### src/rtl/pmul_pkg.sv
// Shared types and constants for the polynomial multiplier.
package pmul_pkg;

    localparam int IN_COEF_W = 16;
    localparam int PROD_W    = 37;
    localparam int POWER_W   = 6;

    typedef enum logic [1:0] {
        ST_LOAD,
        ST_MAC,
        ST_DRAIN
    } state_t;

endpackage

### src/rtl/polynomial_multiply_top.sv
// Polynomial multiplier top level: operand load, convolution sequencer and result register.
//
// Usage:
//   Input channel (in_valid / in_stall): one coefficient per item, operand A
//   (func = 0) then operand B (func = 1), lowest power first, last_term on the
//   highest power of each operand. While loading, every valid item is taken.
//   B's last item starts the product. While it runs in_stall is high.
//   Output channel (out_valid / out_stall): product coefficients, power 0
//   upward, last_result on the final one, truncated if any coefficient was
//   dropped because its store was full.
//   Sequencing: each product coefficient k sums the term pairs with i + j = k,
//   issued one per cycle to a single multiply-accumulate fed by the two
//   operand RAM read ports; the read and product registers drain before the
//   sum is loaded. Loading resumes once the last coefficient is loaded.
//   A stalled result holds in the output register; the next coefficient is
//   accumulated meanwhile and waits for the register to free.
//   Reset clears term counts, flags and the sequencer; operand RAM contents
//   are not cleared and are never used before being written.
module polynomial_multiply_top #(
    parameter int MAX_TERMS  = 32,
    parameter int COEF_WIDTH = 16
) (
    input  logic                                  clk,
    input  logic                                  rst_n,
    input  logic                                  in_valid,
    output logic                                  in_stall,
    input  logic                                  func,
    input  logic signed [pmul_pkg::IN_COEF_W-1:0] coefficient,
    input  logic                                  last_term,
    output logic                                  out_valid,
    input  logic                                  out_stall,
    output logic signed [pmul_pkg::PROD_W-1:0]    product_coefficient,
    output logic [pmul_pkg::POWER_W-1:0]          power,
    output logic                                  last_result,
    output logic                                  truncated
);

    import pmul_pkg::*;

    localparam int CNT_W = $clog2(MAX_TERMS + 1);
    localparam int AW    = $clog2(MAX_TERMS);
    localparam int MW    = 2 * COEF_WIDTH;
    localparam logic [CNT_W-1:0] MAX_CNT = CNT_W'(MAX_TERMS);

    state_t state_reg, state_next;

    logic [CNT_W-1:0]   cnt_a_reg, cnt_a_next;
    logic [CNT_W-1:0]   cnt_b_reg, cnt_b_next;
    logic               done_a_reg, done_a_next;
    logic               ovf_reg, ovf_next;
    logic [POWER_W-1:0] k_reg, k_next;
    logic [POWER_W-1:0] i_reg, i_next;

    logic               rd_vld_reg;
    logic               mul_vld_reg;
    logic [PROD_W-1:0]  prod_reg;
    logic [PROD_W-1:0]  acc_reg;

    logic               out_valid_reg;
    logic [PROD_W-1:0]  out_prod_reg;
    logic [POWER_W-1:0] out_power_reg;
    logic               out_last_reg;
    logic               out_trunc_reg;

    logic               in_take;
    logic               issue;
    logic               out_load;
    logic               out_free;
    logic               wr_a;
    logic               wr_b;
    logic [CNT_W-1:0]   a_base;
    logic [COEF_WIDTH+IN_COEF_W-1:0] coef_wide;
    logic [COEF_WIDTH-1:0] coef_w;

    logic               a_zero;
    logic               b_zero;
    logic [POWER_W-1:0] na_eff;
    logic [POWER_W-1:0] nb_eff;
    logic [POWER_W-1:0] n_m1;
    logic [POWER_W-1:0] i_hi;
    logic [POWER_W-1:0] k_inc;
    logic [POWER_W-1:0] i_lo_inc;
    logic [POWER_W-1:0] j_idx;
    logic               k_is_last;

    logic [COEF_WIDTH-1:0]    rd_a;
    logic [COEF_WIDTH-1:0]    rd_b;
    logic signed [COEF_WIDTH-1:0] op_a;
    logic signed [COEF_WIDTH-1:0] op_b;
    logic signed [MW-1:0]     mult;
    logic [MW+PROD_W-1:0]     mult_ext;

    // coefficient reduced to COEF_WIDTH bits; above 16 bits the top is zero
    assign coef_wide = {{COEF_WIDTH{1'b0}}, coefficient};
    assign coef_w    = coef_wide[COEF_WIDTH-1:0];

    assign in_stall = (state_reg != ST_LOAD);
    assign in_take  = in_valid && !in_stall;
    assign a_base   = done_a_reg ? '0 : cnt_a_reg;
    assign wr_a     = in_take && !func && (a_base < MAX_CNT);
    assign wr_b     = in_take && func && (cnt_b_reg < MAX_CNT);

    assign a_zero    = (cnt_a_reg == '0);
    assign b_zero    = (cnt_b_reg == '0);
    assign na_eff    = a_zero ? POWER_W'(1) : POWER_W'(cnt_a_reg);
    assign nb_eff    = b_zero ? POWER_W'(1) : POWER_W'(cnt_b_reg);
    assign n_m1      = na_eff + nb_eff - POWER_W'(2);
    assign i_hi      = (k_reg < na_eff) ? k_reg : na_eff - POWER_W'(1);
    assign k_inc     = k_reg + POWER_W'(1);
    assign i_lo_inc  = (k_inc >= nb_eff) ? k_inc - nb_eff + POWER_W'(1) : '0;
    assign j_idx     = k_reg - i_reg;
    assign k_is_last = (k_reg == n_m1);
    assign out_free  = !out_valid_reg || !out_stall;

    pmul_ram #(
        .WIDTH (COEF_WIDTH),
        .DEPTH (MAX_TERMS)
    ) u_ram_a (
        .clk     (clk),
        .wr_en   (wr_a),
        .wr_addr (a_base[AW-1:0]),
        .wr_data (coef_w),
        .rd_addr (i_reg[AW-1:0]),
        .rd_data (rd_a)
    );

    pmul_ram #(
        .WIDTH (COEF_WIDTH),
        .DEPTH (MAX_TERMS)
    ) u_ram_b (
        .clk     (clk),
        .wr_en   (wr_b),
        .wr_addr (cnt_b_reg[AW-1:0]),
        .wr_data (coef_w),
        .rd_addr (j_idx[AW-1:0]),
        .rd_data (rd_b)
    );

    always_ff @(posedge clk or negedge rst_n)
    begin
        if (!rst_n)
        begin
            state_reg  <= ST_LOAD;
            cnt_a_reg  <= '0;
            cnt_b_reg  <= '0;
            done_a_reg <= 1'b0;
            ovf_reg    <= 1'b0;
            k_reg      <= '0;
            i_reg      <= '0;
        end
        else
        begin
            state_reg  <= state_next;
            cnt_a_reg  <= cnt_a_next;
            cnt_b_reg  <= cnt_b_next;
            done_a_reg <= done_a_next;
            ovf_reg    <= ovf_next;
            k_reg      <= k_next;
            i_reg      <= i_next;
        end
    end

    always_comb
    begin
        state_next  = state_reg;
        cnt_a_next  = cnt_a_reg;
        cnt_b_next  = cnt_b_reg;
        done_a_next = done_a_reg;
        ovf_next    = ovf_reg;
        k_next      = k_reg;
        i_next      = i_reg;
        issue       = 1'b0;
        out_load    = 1'b0;
        case (state_reg)
            ST_LOAD:
            begin
                if (in_take)
                begin
                    if (!func)
                    begin
                        cnt_a_next  = wr_a ? a_base + CNT_W'(1) : a_base;
                        ovf_next    = ovf_reg || !wr_a;
                        done_a_next = last_term;
                    end
                    else
                    begin
                        cnt_b_next = wr_b ? cnt_b_reg + CNT_W'(1) : cnt_b_reg;
                        ovf_next   = ovf_reg || !wr_b;
                        if (last_term)
                        begin
                            state_next = ST_MAC;
                            k_next     = '0;
                            i_next     = '0;
                        end
                    end
                end
            end
            ST_MAC:
            begin
                issue = 1'b1;
                if (i_reg == i_hi)
                begin
                    state_next = ST_DRAIN;
                end
                else
                begin
                    i_next = i_reg + POWER_W'(1);
                end
            end
            ST_DRAIN:
            begin
                if (!rd_vld_reg && !mul_vld_reg && out_free)
                begin
                    out_load = 1'b1;
                    if (k_is_last)
                    begin
                        state_next  = ST_LOAD;
                        cnt_a_next  = '0;
                        cnt_b_next  = '0;
                        done_a_next = 1'b0;
                        ovf_next    = 1'b0;
                    end
                    else
                    begin
                        state_next = ST_MAC;
                        k_next     = k_inc;
                        i_next     = i_lo_inc;
                    end
                end
            end
            default:
            begin
                state_next = ST_LOAD;
            end
        endcase
    end

    // an operand with no terms reads as a single zero
    assign op_a     = a_zero ? '0 : $signed(rd_a);
    assign op_b     = b_zero ? '0 : $signed(rd_b);
    assign mult     = op_a * op_b;
    assign mult_ext = {{PROD_W{mult[MW-1]}}, mult};

    always_ff @(posedge clk or negedge rst_n)
    begin
        if (!rst_n)
        begin
            rd_vld_reg  <= 1'b0;
            mul_vld_reg <= 1'b0;
            acc_reg     <= '0;
        end
        else
        begin
            rd_vld_reg  <= issue;
            mul_vld_reg <= rd_vld_reg;
            if (out_load)
            begin
                acc_reg <= '0;
            end
            else if (mul_vld_reg)
            begin
                acc_reg <= acc_reg + prod_reg;
            end
        end
    end

    always_ff @(posedge clk)
    begin
        prod_reg <= mult_ext[PROD_W-1:0];
    end

    always_ff @(posedge clk or negedge rst_n)
    begin
        if (!rst_n)
        begin
            out_valid_reg <= 1'b0;
        end
        else if (out_load)
        begin
            out_valid_reg <= 1'b1;
        end
        else if (!out_stall)
        begin
            out_valid_reg <= 1'b0;
        end
    end

    always_ff @(posedge clk)
    begin
        if (out_load)
        begin
            out_prod_reg  <= acc_reg;
            out_power_reg <= k_reg;
            out_last_reg  <= k_is_last;
            out_trunc_reg <= ovf_reg;
        end
    end

    assign out_valid           = out_valid_reg;
    assign product_coefficient = $signed(out_prod_reg);
    assign power               = out_power_reg;
    assign last_result         = out_last_reg;
    assign truncated           = out_trunc_reg;

    a_cnt_bound: assert property (@(posedge clk) disable iff (!rst_n)
        (cnt_a_reg <= MAX_CNT) && (cnt_b_reg <= MAX_CNT))
        else $error("term count beyond store depth");

    a_drain_empty: assert property (@(posedge clk) disable iff (!rst_n)
        out_load |-> (!rd_vld_reg && !mul_vld_reg && !issue))
        else $error("result taken with products in flight");

    a_power_step: assert property (@(posedge clk) disable iff (!rst_n)
        (out_load && !k_is_last) |=> (k_reg == $past(k_inc)))
        else $error("power did not advance by one");

    a_product_clear: assert property (@(posedge clk) disable iff (!rst_n)
        (out_load && k_is_last) |=> (cnt_a_reg == '0 && cnt_b_reg == '0 && !ovf_reg))
        else $error("state not cleared after product");

    a_out_hold: assert property (@(posedge clk) disable iff (!rst_n)
        (out_valid_reg && out_stall) |-> !out_load)
        else $error("stalled result overwritten");

endmodule

### src/rtl/pmul_ram.sv
// Generic single-write, single-read RAM with registered read data.
module pmul_ram #(
    parameter int WIDTH = 16,
    parameter int DEPTH = 32
) (
    input  logic                     clk,
    input  logic                     wr_en,
    input  logic [$clog2(DEPTH)-1:0] wr_addr,
    input  logic [WIDTH-1:0]         wr_data,
    input  logic [$clog2(DEPTH)-1:0] rd_addr,
    output logic [WIDTH-1:0]         rd_data
);

    logic [WIDTH-1:0] mem [DEPTH];
    logic [WIDTH-1:0] rd_data_reg;

    always_ff @(posedge clk)
    begin
        if (wr_en)
        begin
            mem[wr_addr] <= wr_data;
        end
        rd_data_reg <= mem[rd_addr];
    end

    assign rd_data = rd_data_reg;

endmodule

### config.mk
export PLATFORM = sky130hd
export DESIGN_NAME = polynomial_multiply_top
export DESIGN_NICKNAME = d
export VERILOG_FILES = /design/src/rtl/pmul_pkg.sv /design/src/rtl/polynomial_multiply_top.sv /design/src/rtl/pmul_ram.sv
export SDC_FILE = /design/constraint.sdc
export NUM_CORES = 2
export LEC_CHECK = 0
export ABC_AREA = 1
export BUFFER_PORTS_ARGS = -buffer_cell sky130_fd_sc_hd__buf_2
export CAP_MARGIN = 20
export CORE_MARGIN = 2
export CORE_UTILIZATION = 35
export CTS_BUF_LIST = sky130_fd_sc_hd__clkbuf_8
export CTS_CLUSTER_SIZE = 28
export DETAILED_ROUTE_END_ITERATION = 16
export HOLD_SLACK_MARGIN = 0.08
export SYNTH_ARGS = -nofsm -noshare
export SYNTH_HDL_FRONTEND = slang
export SYNTH_SLANG_ARGS = --single-unit
### constraint.sdc
create_clock -name clk -period 13.09 [get_ports clk]
set_input_delay 1.309 -clock clk [delete_from_list [all_inputs] [get_ports clk]]
set_output_delay 1.309 -clock clk [all_outputs]
set_load 0.01 [all_outputs]
==> run_results.csv <==
group,metric,value,unit
synthesis,synth_area_leaders,"edfxtp_1, fa_1, nor2_1",
critical_path,start_kind,"flop",
drt,firstDrtPassIters,8,
grt,gr-total-overflow,0,
critical_path,critPathRequiredTime,13880,ps
sta,fin_crit_sh,0.587,
job,maxCapViolations,0,
grt,grt_max_degree,199,
layout,fin_nets,5682,
grt,grt_pass1_vias,38900,
critical_path,slowest_delay,600,ps
synthesis,synth.avg_cell_area,11.6,um^2
critical_path,cp_slowest_cell,"nand4_1",
drt,drt_iter0_markers,3819,
clock_network,insertion_delay,950,ps
clock_network,clkSinkCount,1201,
place,place_congestion,0.957,
synthesis,async_reset_ff_frac,0.0566,
clock_network,ctsHtreeMaxLevel,4,
worst_hold_path,worstHoldPathType,"flop to flop",
clock_network,cts_root_buf,"clkbuf_8",
clock_network,clock_path_buffers,3,
drt,wl_per_cell,21.1,um
sta,hold_viol,0,
sta,setup_viol,0,
grt,grt_first_pass_wirelength,243000,um
synthesis,syn_nets,5561,
synthesis,yosysSeqAreaShare,0.594,
die,io_pins,69,
critical_path,path_cells,"inv_1 > ha_1 > nand4_1 > nand2_1 > inv_1 > nand2_1 > fa_1 > inv_1 > fa_1 > fa_1 > fa_1 > fa_1 > inv_1 > fa_1 > inv_1 > ha_1 > nand2_1 > nor4_1 > nand4_1 > nand3_1 > nand3_1 > nand2_1 > a31oi_1 > xor2_1",
critical_path,cp-startpoint,"cnt_b_reg[0]$_DFFE_PN0P_",
place,dpl_worst_slack,5480,ps
layout,layoutNonFillerInstCount,7589,
critical_path,crit_type,"flop to flop",
layout,multi_input_area,21300,um^2
layout,drive_above_1_share,0.0853,
drt,antenna_left,0,
clock_network,cts_tree,"done",
die,die_h,415,um
sta,fmax,130,MHz
sta,slew_violations,0,
layout,reg_top3,"u_ram_a.mem x512, u_ram_b.mem x512",
drt,routed_via_density,5.21,
grt,grt_usage,0.184,
sta,tightestPinTransition,1020,ps
layout,final_util,0.393,
synthesis,yosysUniqueCellTypes,56,
synthesis,ys_seq_elements,1201,
critical_path,crit_path_end_kind,"flop",
layout,regArea,35100,um^2
place,place_hpwl,101000,um
place,dp_cells,7239,
critical_path,path_max_fanout,18,
drt,vias,39500,
critical_path,r2r-start,"cnt_b_reg[0]$_DFFE_PN0P_",
status,status,"finished, final reports clean",
synthesis,synth.top_cell.area_share,0.543,
critical_path,r2r_slack,5400,ps
synthesis,synth-edff-count,1069,
critical_path,r2r-end,"prod_reg[31]$_DFF_P_",
sta,slew_headroom,0.319,
die,initial_core_util,0.353,
drt,drc,0,
die,core_area,167000,um^2
clock_network,post_cts_resized,0,
clock_network,numCtsBuffers,189,
drt,drt_wl_total,160000,um
sta,setup_slack,5400,ps
die,dieWidth,415,um
critical_path,r2r_cells,24,
synthesis,synth_ff_type,"edfxtp_1",
critical_path,arrival,8480,ps
synthesis,syn_inst,5107,
place,io_buffers,68,
sta,finalCriticalPeriod,7690,ps
die,rows,150,
sta,rsz0062_at_grt,"no",
grt,antenna_found_initial,6,
synthesis,netlist_area,59100,um^2
critical_path,endpoint,"prod_reg[31]$_DFF_P_",
clock_network,clkTransAtPathRegs,70,ps
sta,fin_worst_skew,62.8,ps
critical_path,crit_path_frequent_cell,"fa_1",
synthesis,yosysMostFrequentCell,"edfxtp_1",
synthesis,post-synth-top-area-cell,"edfxtp_1",
sta,setup_tns,0,ps
synthesis,yosys_warnings,0,
layout,fillers,16000,
die,die_area,172000,um^2
layout,syn2layout_area_growth,11.2,%
synthesis,synthTopCellsByCount,"edfxtp_1, nor2_1, nand2_1",
-- worst min path at each step --
| stage | start | to | cells after the start |
|---|---|---|---|
| after global placement | acc_reg[31]$_DFFE_PN0P_ | product_coefficient[31]$_DFFE_PP_ | 0 |
| after floorplan | rd_vld_reg$_DFF_PN0_ | mul_vld_reg$_DFF_PN0_ | 0 |
| after CTS | acc_reg[31]$_DFFE_PN0P_ | product_coefficient[31]$_DFFE_PP_ | 0 |
| final | acc_reg[31]$_DFFE_PN0P_ | product_coefficient[31]$_DFFE_PP_ | 0 |
| after global routing | acc_reg[32]$_DFFE_PN0P_ | product_coefficient[32]$_DFFE_PP_ | 0 |
| after detailed placement | acc_reg[32]$_DFFE_PN0P_ | product_coefficient[32]$_DFFE_PP_ | 0 |
-- logic make-up after synthesis --
logic type,share of synthesized area
AO/OA/AOI/OAI,0.102
XOR/XNOR,0.0105
adder cells (fa/ha/maj),0.125
buffers and inverters,0.0471
flip-flops,0.594
multiplexers,0.0108
AND/OR/NAND/NOR,0.111
-- what timing repair did --
action	in CTS	in global routing
setup buffers	0	0
hold endpoints to repair	1	0
hold buffers	1	0
-- per-layer routing --
metal	GRT usage	share of wire
met1	0.255	0.44
met4	0.0659	0.028
met2	0.292	0.46
met5	0	0.00016
met3	0.0302	0.067
-- final cells by class --
class | count | share of cell area
diodes | 4 | 0.000152
clock buffers | 201 | 0.0421
clock inverters | 143 | 0.0120
inverters | 480 | 0.0276
multi-input cells | 3177 | 0.324
flip-flops and latches | 1201 | 0.534
well taps | 2204 | 0.0419
repair buffers | 179 | 0.0184
-- metrics by stage --
stage                     hold WS, ps  cell area, um^2
after global routing              503            65700
after detailed placement          468            62100
final                             487            65700
after CTS                         488            65700
after global placement            471            62100
after floorplan                   354            59100
-- worst max-delay path: cells and delay by family, from the launching register on --
kind	cells	cell delay, ps
AND/OR/NAND/NOR	9	2380
adder cells (fa/ha/maj)	8	3700
XOR/XNOR	1	150
AO/OA/AOI/OAI	1	110
flip-flops	1	400
buffers and inverters	5	800
-- layout by cell type, fill, tap and decap left out, drive strengths merged, types with 10 or more instances in the layout --
cell    synthesis  routed
edfxtp       1069    1069
nor2          884     884
nand2         572     572
inv           467     533
o21ai         497     497
fa            268     268
clkbuf        199     201
buf            50     178
ha            164     164
o221ai        162     162
nand3         144     144
a21oi         114     114
clkinv         13      83
dfrtp          68      68
o32ai          64      64
mux2i          64      64
dfxtp          64      64
xor2           47      47
o22ai          34      34
a31oi          32      32
xnor2          24      24
o31ai          22      22
a32oi          16      16
nor3           14      14
nand4          10      10
Power is not shown: default switching activity piles up to over one toggle a cycle in this logic, so the estimate is an artifact.
